==> config.mk <==
export PLATFORM = sky130hd
export DESIGN_NAME = color_bar_text_overlay_generator
export DESIGN_NICKNAME = d
export VERILOG_FILES = /design/src/design/cbto_pkg.sv /design/src/design/cbto_csr.sv /design/src/design/cbto_locate.sv /design/src/design/cbto_render.sv /design/src/design/color_bar_text_overlay_generator.sv
export SDC_FILE = /design/constraint.sdc
export NUM_CORES = 1
export LEC_CHECK = 0
export BUFFER_PORTS_ARGS = -buffer_cell sky130_fd_sc_hd__buf_4
export CORE_UTILIZATION = 52
export CTS_BUF_LIST = sky130_fd_sc_hd__clkbuf_16
export CTS_CLUSTER_DIAMETER = 60
export DETAILED_ROUTE_END_ITERATION = 7
export PLACE_DENSITY = 0.71
export SLEW_MARGIN = 20
export SYNTH_ARGS = -nofsm -noshare
export SYNTH_HDL_FRONTEND = slang
export SYNTH_SLANG_ARGS = --single-unit
==> constraint.sdc <==
create_clock -name clock -period 6.2 [get_ports clock]
set_input_delay 0.31 -clock clock [delete_from_list [all_inputs] [get_ports clock]]
set_output_delay 0.31 -clock clock [all_outputs]
set_load 0.03 [all_outputs]
==> src/design/cbto_pkg.sv <==
package cbto_pkg;

   // Fixed sizes
   localparam int MAX_WIDTH     = 320;
   localparam int CAPTION_CHARS = 16;
   localparam int BAR_COUNT     = 8;

   localparam int XW          = 9;
   localparam int YW          = 10;
   localparam int COLOUR_W    = 16;
   localparam int CMP_W       = 11;
   localparam int SCALE_W     = 4;
   localparam int RGB_W       = 24;
   localparam int CHARS_W     = 64;
   localparam int CSR_DATA_W  = 64;
   localparam int CSR_ADDR_W  = 6;
   localparam int BAR_IDX_W   = $clog2(BAR_COUNT);
   localparam int BAR_PROD_W  = XW + $clog2(BAR_COUNT);
   localparam int CHAR_IDX_W  = $clog2(CAPTION_CHARS + 1);
   localparam int CHAR_SEL_W  = (CAPTION_CHARS > 1) ? $clog2(CAPTION_CHARS) : 1;
   localparam int CELL_W      = 7;
   localparam int GLYPH_W     = 6;
   localparam int FONT_COLS   = 5;
   localparam int FONT_ROWS   = 7;
   localparam int CELL_COLS   = 6;

   // Register reset values
   localparam logic [XW-1:0]      RST_FRAME_WIDTH   = 9'd320;
   localparam logic [YW-1:0]      RST_FRAME_HEIGHT  = 10'd240;
   localparam logic [XW-1:0]      RST_CAPTION_X     = 9'd10;
   localparam logic [YW-1:0]      RST_CAPTION_Y     = 10'd140;
   localparam logic [SCALE_W-1:0] RST_CAPTION_SCALE = 4'd4;
   localparam logic [RGB_W-1:0]   RST_CAPTION_RGB   = 24'hFFB000;

   // Font range after case folding
   localparam logic [7:0] FONT_FIRST  = 8'h20;
   localparam logic [7:0] FONT_LAST   = 8'h5F;
   localparam logic [7:0] LOWER_FIRST = 8'h61;
   localparam logic [7:0] LOWER_LAST  = 8'h7A;
   localparam logic [7:0] CASE_OFFSET = 8'h20;
   localparam logic [7:0] CHAR_QMARK  = 8'h3F;

   typedef enum logic [2:0] {
      REG_FRAME_WIDTH   = 3'd0,
      REG_FRAME_HEIGHT  = 3'd1,
      REG_CAPTION_X     = 3'd2,
      REG_CAPTION_Y     = 3'd3,
      REG_CAPTION_SCALE = 3'd4,
      REG_CAPTION_RGB   = 3'd5,
      REG_CHARS_FIRST   = 3'd6,
      REG_CHARS_SECOND  = 3'd7
   } reg_index_type;

   typedef struct packed {
      logic [XW-1:0]      frame_width;
      logic [YW-1:0]      frame_height;
      logic [XW-1:0]      caption_x;
      logic [YW-1:0]      caption_y;
      logic [SCALE_W-1:0] caption_scale;
      logic [RGB_W-1:0]   caption_rgb;
      logic [CHARS_W-1:0] chars_first;
      logic [CHARS_W-1:0] chars_second;
   } cfg_type;

   // Load enables, one per pipeline stage
   typedef struct packed {
      logic s1;
      logic s2;
      logic s3;
      logic s4;
   } stage_en_type;

   // Position of a pixel relative to the caption grid
   typedef struct packed {
      logic                  win;
      logic [XW-1:0]         dx;
      logic [2:0]            gy;
      logic [CHAR_IDX_W-1:0] char_idx;
      logic [BAR_IDX_W-1:0]  bar;
      logic                  top;
   } loc_type;

   // Glyph columns, leftmost column in the top byte; bit g is glyph row g
   localparam logic [39:0] FONT_ROM [64] = '{
      40'h0000000000, 40'h00005f0000, 40'h0007000700, 40'h147f147f14,
      40'h242a7f2a12, 40'h2313086462, 40'h3649552250, 40'h0005030000,
      40'h001c224100, 40'h0041221c00, 40'h14083e0814, 40'h08083e0808,
      40'h0050300000, 40'h0808080808, 40'h0060600000, 40'h2010080402,
      40'h3e5149453e, 40'h00427f4000, 40'h4261514946, 40'h2141454b31,
      40'h1814127f10, 40'h2745454539, 40'h3c4a494930, 40'h0171090503,
      40'h3649494936, 40'h064949291e, 40'h0036360000, 40'h0056360000,
      40'h0814224100, 40'h1414141414, 40'h0041221408, 40'h0201510906,
      40'h324979413e, 40'h7e1111117e, 40'h7f49494936, 40'h3e41414122,
      40'h7f4141221c, 40'h7f49494941, 40'h7f09090901, 40'h3e4149497a,
      40'h7f0808087f, 40'h00417f4100, 40'h2040413f01, 40'h7f08142241,
      40'h7f40404040, 40'h7f020c027f, 40'h7f0408107f, 40'h3e4141413e,
      40'h7f09090906, 40'h3e4151215e, 40'h7f09192946, 40'h4649494931,
      40'h01017f0101, 40'h3f4040403f, 40'h1f2040201f, 40'h7f2018207f,
      40'h6314081463, 40'h0304780403, 40'h6151494543, 40'h007f414100,
      40'h0204081020, 40'h0041417f00, 40'h0402010204, 40'h4040404040
   };

   localparam logic [RGB_W-1:0] BAR_RGB [8] = '{
      24'hFFFFFF, 24'hFFFF00, 24'h00FFFF, 24'h00FF00,
      24'hFF00FF, 24'hFF0000, 24'h0000FF, 24'h000000
   };

   function automatic logic [7:0] font_column(input logic [GLYPH_W-1:0] glyph,
                                               input logic [2:0] col);
      logic [39:0] cols;
      logic [7:0]  result;
      cols = FONT_ROM[glyph];
      unique case (col)
         3'd0:    result = cols[39:32];
         3'd1:    result = cols[31:24];
         3'd2:    result = cols[23:16];
         3'd3:    result = cols[15:8];
         3'd4:    result = cols[7:0];
         default: result = 8'h00;
      endcase
      return result;
   endfunction

   // RGB888 to byte-swapped RGB565
   function automatic logic [COLOUR_W-1:0] to_panel565(input logic [RGB_W-1:0] rgb);
      logic [COLOUR_W-1:0] v;
      v = {rgb[23:19], rgb[15:10], rgb[7:3]};
      return {v[7:0], v[15:8]};
   endfunction

   function automatic logic [GLYPH_W-1:0] glyph_of(input logic [7:0] c);
      logic [7:0] f;
      f = c;
      if (f >= LOWER_FIRST && f <= LOWER_LAST) begin
         f = f - CASE_OFFSET;
      end
      if (f < FONT_FIRST || f > FONT_LAST) begin
         f = CHAR_QMARK;
      end
      f = f - FONT_FIRST;
      return f[GLYPH_W-1:0];
   endfunction

endpackage

==> src/design/cbto_csr.sv <==
module cbto_csr (
   input  logic                           clock,
   input  logic                           reset,
   input  logic                           csr_psel,
   input  logic                           csr_penable,
   input  logic                           csr_pwrite,
   input  logic [cbto_pkg::CSR_ADDR_W-1:0] csr_paddr,
   input  logic [cbto_pkg::CSR_DATA_W-1:0] csr_pwdata,
   output logic [cbto_pkg::CSR_DATA_W-1:0] csr_prdata,
   output logic                           csr_pready,
   output cbto_pkg::cfg_type              cfg
);
   import cbto_pkg::*;

   cfg_type       cfg_ff;
   cfg_type       cfg_in;
   reg_index_type index;
   logic          wr_en;

   assign index      = reg_index_type'(csr_paddr[CSR_ADDR_W-1:3]);
   assign wr_en      = csr_psel && csr_penable && csr_pwrite;
   assign csr_pready = 1'b1;
   assign cfg        = cfg_ff;

   always_comb begin
      cfg_in = cfg_ff;
      if (wr_en) begin
         unique case (index)
            REG_FRAME_WIDTH:   cfg_in.frame_width   = csr_pwdata[XW-1:0];
            REG_FRAME_HEIGHT:  cfg_in.frame_height  = csr_pwdata[YW-1:0];
            REG_CAPTION_X:     cfg_in.caption_x     = csr_pwdata[XW-1:0];
            REG_CAPTION_Y:     cfg_in.caption_y     = csr_pwdata[YW-1:0];
            REG_CAPTION_SCALE: cfg_in.caption_scale = csr_pwdata[SCALE_W-1:0];
            REG_CAPTION_RGB:   cfg_in.caption_rgb   = csr_pwdata[RGB_W-1:0];
            REG_CHARS_FIRST:   cfg_in.chars_first   = csr_pwdata;
            REG_CHARS_SECOND:  cfg_in.chars_second  = csr_pwdata;
            default:           cfg_in = cfg_ff;
         endcase
      end
   end

   always_comb begin
      unique case (index)
         REG_FRAME_WIDTH:   csr_prdata = CSR_DATA_W'(cfg_ff.frame_width);
         REG_FRAME_HEIGHT:  csr_prdata = CSR_DATA_W'(cfg_ff.frame_height);
         REG_CAPTION_X:     csr_prdata = CSR_DATA_W'(cfg_ff.caption_x);
         REG_CAPTION_Y:     csr_prdata = CSR_DATA_W'(cfg_ff.caption_y);
         REG_CAPTION_SCALE: csr_prdata = CSR_DATA_W'(cfg_ff.caption_scale);
         REG_CAPTION_RGB:   csr_prdata = CSR_DATA_W'(cfg_ff.caption_rgb);
         REG_CHARS_FIRST:   csr_prdata = cfg_ff.chars_first;
         REG_CHARS_SECOND:  csr_prdata = cfg_ff.chars_second;
         default:           csr_prdata = '0;
      endcase
   end

   always_ff @(posedge clock) begin
      if (reset) begin
         cfg_ff.frame_width   <= RST_FRAME_WIDTH;
         cfg_ff.frame_height  <= RST_FRAME_HEIGHT;
         cfg_ff.caption_x     <= RST_CAPTION_X;
         cfg_ff.caption_y     <= RST_CAPTION_Y;
         cfg_ff.caption_scale <= RST_CAPTION_SCALE;
         cfg_ff.caption_rgb   <= RST_CAPTION_RGB;
         cfg_ff.chars_first   <= '0;
         cfg_ff.chars_second  <= '0;
      end else begin
         cfg_ff <= cfg_in;
      end
   end

endmodule

==> src/design/cbto_locate.sv <==
module cbto_locate (
   input  logic                       clock,
   input  cbto_pkg::cfg_type          cfg,
   input  cbto_pkg::stage_en_type     en,
   input  logic [cbto_pkg::XW-1:0]    pixel_x,
   input  logic [cbto_pkg::YW-1:0]    pixel_y,
   output cbto_pkg::loc_type          loc
);
   import cbto_pkg::*;

   // stage 1: caption window, offsets, bar index
   logic                 win_s1_ff, win_s1_in;
   logic [XW-1:0]        dx_s1_ff, dx_s1_in;
   logic [YW-1:0]        dy_s1_ff, dy_s1_in;
   logic [BAR_IDX_W-1:0] bar_s1_ff, bar_s1_in;
   logic                 top_s1_ff, top_s1_in;

   logic [BAR_PROD_W-1:0] x_prod;
   logic [CMP_W-1:0]      y_end;

   // stage 2: glyph row and character slot
   loc_type loc_ff, loc_in;

   logic [CELL_W-1:0] pitch;

   always_comb begin
      // bar = floor(x*N/w), found as the largest k with x*N >= k*w
      x_prod    = BAR_PROD_W'(pixel_x) * BAR_PROD_W'(BAR_COUNT);
      bar_s1_in = '0;
      for (int k = 1; k < BAR_COUNT; k++) begin
         if (x_prod >= BAR_PROD_W'(k) * BAR_PROD_W'(cfg.frame_width)) begin
            bar_s1_in = BAR_IDX_W'(k);
         end
      end
      top_s1_in = pixel_y < {1'b0, cfg.frame_height[YW-1:1]};

      y_end = CMP_W'(cfg.caption_y) + CMP_W'(cfg.caption_scale) * CMP_W'(FONT_ROWS);
      win_s1_in = (cfg.caption_scale != '0)
               && (pixel_x < cfg.frame_width)
               && (CMP_W'(pixel_x) < CMP_W'(MAX_WIDTH))
               && (pixel_y >= cfg.caption_y)
               && (CMP_W'(pixel_y) < y_end)
               && (pixel_x >= cfg.caption_x);
      dx_s1_in = pixel_x - cfg.caption_x;
      dy_s1_in = pixel_y - cfg.caption_y;
   end

   always_ff @(posedge clock) begin
      if (en.s1) begin
         win_s1_ff <= win_s1_in;
         dx_s1_ff  <= dx_s1_in;
         dy_s1_ff  <= dy_s1_in;
         bar_s1_ff <= bar_s1_in;
         top_s1_ff <= top_s1_in;
      end
   end

   always_comb begin
      pitch = CELL_W'(cfg.caption_scale) * CELL_W'(CELL_COLS);
      loc_in.win = win_s1_ff;
      loc_in.dx  = dx_s1_ff;
      loc_in.bar = bar_s1_ff;
      loc_in.top = top_s1_ff;
      loc_in.gy  = '0;
      for (int k = 1; k < FONT_ROWS; k++) begin
         if (dy_s1_ff >= YW'(k) * YW'(cfg.caption_scale)) begin
            loc_in.gy = 3'(k);
         end
      end
      loc_in.char_idx = '0;
      for (int k = 1; k <= CAPTION_CHARS; k++) begin
         if (CMP_W'(dx_s1_ff) >= CMP_W'(k) * CMP_W'(pitch)) begin
            loc_in.char_idx = CHAR_IDX_W'(k);
         end
      end
   end

   always_ff @(posedge clock) begin
      if (en.s2) begin
         loc_ff <= loc_in;
      end
   end

   assign loc = loc_ff;

endmodule

==> src/design/cbto_render.sv <==
module cbto_render (
   input  logic                           clock,
   input  cbto_pkg::cfg_type              cfg,
   input  cbto_pkg::stage_en_type         en,
   input  cbto_pkg::loc_type              loc,
   output logic [cbto_pkg::COLOUR_W-1:0]  pixel_colour
);
   import cbto_pkg::*;

   // stage 3: font column, glyph code
   logic                 hit_s3_ff, hit_s3_in;
   logic [GLYPH_W-1:0]   glyph_s3_ff, glyph_s3_in;
   logic [2:0]           col_s3_ff, col_s3_in;
   logic [2:0]           gy_s3_ff;
   logic [BAR_IDX_W-1:0] bar_s3_ff;
   logic                 top_s3_ff;

   logic [COLOUR_W-1:0]  colour_ff, colour_in;

   logic [CELL_W-1:0]             pitch;
   logic [CMP_W-1:0]              slot_start;
   logic [XW-1:0]                 rem;
   logic [8*CAPTION_CHARS-1:0]    chars;
   logic [CAPTION_CHARS-1:0]      live;
   logic                          run;
   logic [CHAR_SEL_W-1:0]         sel;
   logic                          slot_ok;
   logic [7:0]                    char_code;
   logic [7:0]                    column;
   logic                          dot;

   always_comb begin
      pitch      = CELL_W'(cfg.caption_scale) * CELL_W'(CELL_COLS);
      slot_start = CMP_W'(loc.char_idx) * CMP_W'(pitch);
      rem        = XW'(CMP_W'(loc.dx) - slot_start);
      col_s3_in  = '0;
      for (int k = 1; k <= FONT_COLS; k++) begin
         if (rem >= XW'(k) * XW'(cfg.caption_scale)) begin
            col_s3_in = 3'(k);
         end
      end

      // slot i is drawn only if bytes 0..i are all nonzero
      chars = (8*CAPTION_CHARS)'({cfg.chars_second, cfg.chars_first});
      run   = 1'b1;
      for (int k = 0; k < CAPTION_CHARS; k++) begin
         run     = run && (chars[8*k +: 8] != 8'h00);
         live[k] = run;
      end
      sel       = CHAR_SEL_W'(loc.char_idx);
      slot_ok   = (CMP_W'(loc.char_idx) < CMP_W'(CAPTION_CHARS)) && live[sel];
      char_code = chars[8*sel +: 8];

      glyph_s3_in = glyph_of(char_code);
      hit_s3_in   = loc.win && slot_ok && (col_s3_in < 3'(FONT_COLS));
   end

   always_ff @(posedge clock) begin
      if (en.s3) begin
         hit_s3_ff   <= hit_s3_in;
         glyph_s3_ff <= glyph_s3_in;
         col_s3_ff   <= col_s3_in;
         gy_s3_ff    <= loc.gy;
         bar_s3_ff   <= loc.bar;
         top_s3_ff   <= loc.top;
      end
   end

   always_comb begin
      column = font_column(glyph_s3_ff, col_s3_ff);
      dot    = hit_s3_ff && column[gy_s3_ff];
      if (dot) begin
         colour_in = to_panel565(cfg.caption_rgb);
      end else if (top_s3_ff) begin
         colour_in = to_panel565(BAR_RGB[3'(bar_s3_ff)]);
      end else begin
         colour_in = '0;
      end
   end

   always_ff @(posedge clock) begin
      if (en.s4) begin
         colour_ff <= colour_in;
      end
   end

   assign pixel_colour = colour_ff;

endmodule

==> src/design/color_bar_text_overlay_generator.sv <==
// Color-bar test pattern with a configurable 5x7 caption.
//
// Input channel (req_*): one pixel coordinate per beat, pixel_x and pixel_y.
// Result channel (rsp_*): one byte-swapped RGB565 color per input beat, in
// order. Both channels accept a beat when valid is high and stall is low.
// Configuration goes through the APB-style csr_* port, 64-bit registers at
// byte address 8*index; registers should be written only while no pixel is
// in flight.
//
// An accepted input beat passes four register stages on its way to rsp_*
// (window and bar index, glyph row and character slot, font column, output
// color). Throughput is one pixel per clock while rsp_stall stays low.
//
// Reset clears all stage valid bits and loads the default register values.
// When the receiver stalls, the output beat holds and the stages behind it
// fill up; req_stall rises once the pipeline is full, and nothing is dropped
// or repeated.
module color_bar_text_overlay_generator (
   input  logic                            clock,
   input  logic                            reset,
   input  logic                            req_valid,
   output logic                            req_stall,
   input  logic [cbto_pkg::XW-1:0]         req_pixel_x,
   input  logic [cbto_pkg::YW-1:0]         req_pixel_y,
   output logic                            rsp_valid,
   input  logic                            rsp_stall,
   output logic [cbto_pkg::COLOUR_W-1:0]   rsp_pixel_colour,
   input  logic                            csr_psel,
   input  logic                            csr_penable,
   input  logic                            csr_pwrite,
   input  logic [cbto_pkg::CSR_ADDR_W-1:0] csr_paddr,
   input  logic [cbto_pkg::CSR_DATA_W-1:0] csr_pwdata,
   output logic [cbto_pkg::CSR_DATA_W-1:0] csr_prdata,
   output logic                            csr_pready
);
   import cbto_pkg::*;

   cfg_type      cfg;
   stage_en_type en;
   loc_type      loc;

   logic v1_ff, v1_in;
   logic v2_ff, v2_in;
   logic v3_ff, v3_in;
   logic v4_ff, v4_in;

   // a stage loads when it is empty or its contents move on
   always_comb begin
      en.s4 = !v4_ff || !rsp_stall;
      en.s3 = !v3_ff || en.s4;
      en.s2 = !v2_ff || en.s3;
      en.s1 = !v1_ff || en.s2;

      v1_in = en.s1 ? req_valid : v1_ff;
      v2_in = en.s2 ? v1_ff     : v2_ff;
      v3_in = en.s3 ? v2_ff     : v3_ff;
      v4_in = en.s4 ? v3_ff     : v4_ff;
   end

   always_ff @(posedge clock) begin
      if (reset) begin
         v1_ff <= 1'b0;
         v2_ff <= 1'b0;
         v3_ff <= 1'b0;
         v4_ff <= 1'b0;
      end else begin
         v1_ff <= v1_in;
         v2_ff <= v2_in;
         v3_ff <= v3_in;
         v4_ff <= v4_in;
      end
   end

   assign req_stall = !en.s1;
   assign rsp_valid = v4_ff;

   cbto_csr u_csr (
      .clock       (clock),
      .reset       (reset),
      .csr_psel    (csr_psel),
      .csr_penable (csr_penable),
      .csr_pwrite  (csr_pwrite),
      .csr_paddr   (csr_paddr),
      .csr_pwdata  (csr_pwdata),
      .csr_prdata  (csr_prdata),
      .csr_pready  (csr_pready),
      .cfg         (cfg)
   );

   cbto_locate u_locate (
      .clock   (clock),
      .cfg     (cfg),
      .en      (en),
      .pixel_x (req_pixel_x),
      .pixel_y (req_pixel_y),
      .loc     (loc)
   );

   cbto_render u_render (
      .clock        (clock),
      .cfg          (cfg),
      .en           (en),
      .loc          (loc),
      .pixel_colour (rsp_pixel_colour)
   );

endmodule
======== After elaboration in Yosys (flattened, before gate mapping) ========
Memories as Yosys holds them, arrays and structs flattened.
Cells that the tools add are included.
Widths: inputs -> output; s select.
cells by class
  add/sub/neg operators ................... 6
  $mul .................................... 23
  magnitude comparators ................... 50
  equal/unequal tests ..................... 11
  shift operators ......................... 1
  mux-type cells .......................... 45
  bitwise operators ....................... 2
  reduce and logical (&&, ||, !) cells .... 68
operators by type and width
  kind                  count
  $pmux 64 s8           1
  $reduce_bool 8->1     16
  $shiftx 128x8->8      1
  $ge 9x11->1           8
  $mux 40               2
  $mux 24               2
  $ge 9x10->1           4
  $mul 4x6->10 const A  4
  $pmux 8 s5            1
  $ge 12x12->1          3
  $mul 3x6->9 const A   4
  $mux 16               2
  $mux 4                8
  $ge 9x9->1            3
  $logic_and 1x1->1     27
  $ge 12x11->1          2
  $mul 2x6->8 const A   3
  $mul 3x9->12 const A  2
  $mux 3                8
  $mul 2x9->11 const A  2
  $ge 10x6->1           2
  $ge 10x7->1           2
  $mux 2                10
  $ge 9x6->1            2
  other kinds (51)      87
storage, ports and cells
  register bits after elaboration ......... 277
  ROM bits ................................ 2752
  bits of input ports ..................... 96
  memories ................................ 2
memories
  name             words  bits a word  rd ports  clocked after Yosys merged registers in  wr ports  RTL line           RTL
  (no name shown)  64     40           1         0                                        0         cbto_pkg.sv:112    cols = FONT_ROM[glyph];
  (no name shown)  8      24           1         0                                        0         cbto_render.sv:75  colour_in = to_panel565(BAR_RGB[3'(bar_s3_ff)]);

======== Logic depth before layout (Yosys ltp) ========
  depth after elaboration ................. 21
  mapped depth ............................ 26
  depth with buffers taken out ............ 24

======== Modules after synthesis ========
Synthesis repeated with hierarchy kept, for this count alone.
unflattened totals
  cell total of the unflattened synthesis .. 3135
  area, all modules ....................... 26753.2 um^2
by module, submodules not included
  module                            instances  cells an instance  area an instance (um^2)  seq. area each (um^2)
  cbto_locate                       1          1179               10595.2                  1381.3
  cbto_csr                          1          1051               8335.5                   3883.7
  cbto_render                       1          888                7657.3                   991.0
  color_bar_text_overlay_generator  1          17                 165.2                    80.1

======== Worst setup path before layout ========
OpenSTA, ideal clock, no wires.
  kind .................................... register -> register
  start point ............................. reg u_csr.cfg_ff, in the netlist u_csr.cfg[155]
  end point ............................... reg u_render.col_s3_ff[0] (data pin)
  setup time .............................. 0.265 ns
  arrival time ............................ 6.114 ns
  required time ........................... 5.935 ns
  slack ................................... -0.179 ns
  cell stages (with the launch flop) ...... 23
  cells stage by stage .................... dfxtp_1 buf_1 inv_1 ha_1 xor2_1 and2_1 fa_1 fa_1 inv_1 fa_1 inv_1 ha_1 inv_1 xnor2_1 ha_1 o21a_1 o31a_1 nor3_1 ha_1 a21oi_1 o21ai_0 nand2b_1 or3_1
on the way
  word-level cells in the longest chain between the ends .. 9
  elaborated cells between the ends (all ways) .. 15
ends and longest elaborated chain
  item                       RTL line                              RTL
  start: declaration         cbto_csr.sv:15                        cfg_type cfg_ff;
  start signal: assignment   cbto_csr.sv:67                        cfg_ff <= cfg_in;
  $mul 4x2->6                cbto_render.sv:33, cbto_render.sv:38
  $mul 5x6->8                cbto_render.sv:34                     slot_start = CMP_W'(loc.char_idx) * CMP_W'(pitch);
  $sub 9x9->9                cbto_render.sv:35                     rem = XW'(CMP_W'(loc.dx) - slot_start);
  $ge 9x4->1                 cbto_render.sv:38                     if (rem >= XW'(k) * XW'(cfg.caption_scale)) begin
  $mux 1                     cbto_render.sv:38
  $mux 3 (3 in series)       cbto_render.sv:38
  $mux 3 (*)                 cbto_render.sv:38
  net u_render.col_s3_in[0]  cbto_render.sv:13                     logic [2:0] col_s3_ff, col_s3_in;
  end signal: assignment     cbto_render.sv:62                     col_s3_ff <= col_s3_in;
  end: declaration           cbto_render.sv:13
Mark *: on every way through the listed nets, which the timed path passes. The rest lies on a longest branch.
A chain may end at the register's enable or synchronous reset.

======== Worst setup path in the final report ========
  start point ............................. reg u_csr.cfg_ff, in the netlist u_csr.cfg[153]
  end point ............................... reg u_render.col_s3_ff[0] (data pin)
The elaborated chain is that of the path after synthesis.

==> impl_metrics.env <==
export IMPL_arrival_ns=6.13
export IMPL_synth_most_common_cell="nand2_1"
export IMPL_ff2ff_setup_slack_ns=0.36
export IMPL_setup_viol=0
export IMPL_p_leak_nw=12.7
export IMPL_yosys_warnings=0
export IMPL_finalWirelength_um=90400
export IMPL_fillers=4389
export IMPL_async_flop_share_pct=0
export IMPL_endpoint_kind="flip-flop"
export IMPL_final_area_sq_um=29400
export IMPL_viasPerCell=6.37
export IMPL_grt_pass1_vias=24000
export IMPL_drt_iter0_drc=2777
export IMPL_cts_setup_buffers=0
export IMPL_core_sq_um=49100
export IMPL_row_count=81
export IMPL_drtAntennaViolNets=0
export IMPL_finalNonFillerCells=3909
export IMPL_gr_total_overflow=0
export IMPL_dp_slack_ns=0.384
export IMPL_synthTopCellsByArea="ha_1, dfxtp_1, edfxtp_1"
export IMPL_dr_pass1_iters=6
export IMPL_port_buffers=174
export IMPL_diodes=0
export IMPL_synth_area_sq_um=25900
export IMPL_placed_cell_area_sq_um=27700
export IMPL_synth_seq_area_share_pct=24.5
export IMPL_slew_violations=0
export IMPL_grt_start_max_net_pins=102
export IMPL_clk_pin_slew_ns=0.06
export IMPL_worstSkewPairLatency_ns=0.58
export IMPL_drv_cap=0
export IMPL_path_cells="buf_4 > ha_1 > xor2_1 > nand2_1 > fa_1 > fa_1 > fa_1 > inv_1 > ha_1 > a21oi_1 > xnor2_1 > ha_1 > o21a_1 > o31a_1 > nor3_2 > ha_1 > a21oi_1 > o21ai_0 > nand2b_1 > or3_1"
export IMPL_status="finished clean"
export IMPL_skew_ns=0.0430
export IMPL_postSynthCellCount=3072
export IMPL_synth_edf_count=79
export IMPL_syn2layout_area_growth_pct=13.7
export IMPL_synth_flop_cell="dfxtp_1"
export IMPL_nNetsFinal=3732
export IMPL_cts_inserted_buffers=36
export IMPL_grt_pass1_wl_um=138000
export IMPL_hp_class="input pin to flip-flop"
export IMPL_cp_slowest_stage_delay_ns=0.54
export IMPL_ctsLongestPathBuffers=3
export IMPL_gp_congestion=1.00
export IMPL_cts_sinks=277
export IMPL_hold_violations=0
export IMPL_synth_area_leader_cell="ha_1"
export IMPL_power_density_nw_per_um2=227
export IMPL_path_delay_family="adder cells"
export IMPL_crit_required_ns=6.49
export IMPL_finalSetupTns_ns=0
export IMPL_vias=24900
export IMPL_dieArea_sq_um=50700
export IMPL_crit_fanout=7
export IMPL_synth_top_area_share_pct=17.9
export IMPL_dp_cells=3796
export IMPL_initial_core_util_pct=52.8
export IMPL_tightest_slew_ns=1.11
export IMPL_rsz0062_at_grt="false"
export IMPL_avgSynthCellArea_sq_um=8.43
export IMPL_die_h_um=225
export IMPL_cts_tree="built"
export IMPL_drive_gt1_share_pct=11.5
export IMPL_cpMaxStageDelayCell="fa_1"
export IMPL_path_buf_inv=2
export IMPL_start_kind="flip-flop"
export IMPL_post_route_period_util_pct=94.2
export IMPL_wl_per_cell_um=23.1
export IMPL_crit_top_cell="ha_1"
export IMPL_min_period_ns=5.84
export IMPL_yosysUniqueCellTypes=100
export IMPL_critPathKind="flip-flop to flip-flop"
export IMPL_drc=0
export IMPL_setup_slack_ns=0.358
export IMPL_synthTopCellsByCount="nand2_1, ha_1, a21oi_1, dfxtp_1, inv_1"
export IMPL_boundaryPins=179
export IMPL_max_freq_ghz=0.171
export IMPL_synth_seq_cells=277
export IMPL_clk_root_buffer_cell="clkbuf_16"
export IMPL_grt_use_total_pct=35.1
export IMPL_die_width_um=225
export IMPL_slew_headroom_pct=26.2
export IMPL_syn_num_nets=3587
export IMPL_antenna_found_initial=2
export IMPL_hpwl_um=66100
export IMPL_vdd_drop_max_mv=0.253
export IMPL_htree_levels=2
==> power by group <==
part           internal [mW]  leakage, nW  switching [mW]
Combinational           1.02         9.69            1.49
Clock                   1.22        0.604           0.913
Sequential              1.94         2.43          0.0978
Total                   4.19         12.7            2.50
==> worst min-delay path, cell delays in order <==
cell,delay [ns]
buf_4,0.13
nand2_1,0.05
a21oi_1,0.05
==> per-stage QoR <==
stage	util, %	hold WS (ns)	power [mW]
after floorplan	-	0.400	3.83
final	60.0	0.0170	6.69
after global placement	56.5	0.404	4.40
after global routing	60.0	0.0199	7.04
after CTS	59.9	0.00264	6.65
after detailed placement	56.5	0.406	4.49
==> area by class of cell <==
cell class	instances	area (sq um)	area share (%)
Multi-Input combinational cell	2435	18200	61.7
Timing Repair Buffer	272	2160	7.34
Inverter	195	732	2.49
Sequential cell	277	6340	21.5
Clock inverter	30	304	1.03
Tap cell	664	831	2.82
Clock buffer	36	901	3.06
==> sequential cells by signal, indices dropped and copies added (netlist names), 3 cells and up <==
signal                 flops
u_render.bar_s3_ff         3
u_render.col_s3_ff         3
u_render.glyph_s3_ff       6
u_locate.bar_s1_ff         3
u_locate.dx_s1_ff          9
u_csr.cfg                194
u_render.pixel_colour     16
u_locate.loc              22
u_render.gy_s3_ff          3
u_locate.dy_s1_ff         10
==> worst paths after layout <==
check | cells after the start | from | to
max | 20 | u_csr.cfg[153] | u_render.col_s3_ff[0]
min | 3 | csr_pwdata[44] | u_csr.cfg[44]
max reg2reg | 20 | u_csr.cfg[153] | u_render.col_s3_ff[0]
min reg2reg | 0 | u_locate.loc[1] | u_render.bar_s3_ff[0]
==> kinds of logic (layout without fill, tap and decap cells) <==
kind of cell	count (synthesis)	after routing	synth area share (%)
compound gates	850	850	21.4
xor+xnor	84	84	2.92
fa+ha+maj	425	425	21.9
buf+inv	360	533	5.60
flops	277	277	24.5
mux	110	110	6.49
other cells	1	1	0.0145
simple gates	965	965	17.2
==> per-layer routing <==
layer  wire length, um  GRT usage, %  share of wire [%]
met4              3720          14.4                4.1
met5                13             0              0.014
met3              8780          5.68                9.7
met2             40900          55.7                 45
met1             36900          47.3                 41
==> what timing repair did <==
item / in CTS / in global routing
setup endpoints to repair: 0 / 3
hold endpoints to repair: 89 / 0
hold buffers: 47 / 0
resized for setup: 0 / 2
==> cell usage in the layout (no fill, tap or decap), types with 47 or more instances in the layout <==
cell type | synthesis | layout
nand2_1 | 466 | 463
ha_1 | 371 | 371
a21oi_1 | 320 | 320
buf_4 | 6 | 225
dfxtp_1 | 198 | 198
inv_1 | 190 | 195
nor2_1 | 158 | 157
o21ai_0 | 119 | 119
edfxtp_1 | 79 | 79
a21o_1 | 78 | 78
nand3_1 | 64 | 63
xnor2_1 | 57 | 57
nor2b_1 | 52 | 52
a22o_1 | 50 | 50
fa_1 | 48 | 48
mux2i_1 | 47 | 47
dlygate4sd3_1 | 0 | 47
(Power assumes the default switching activity.)
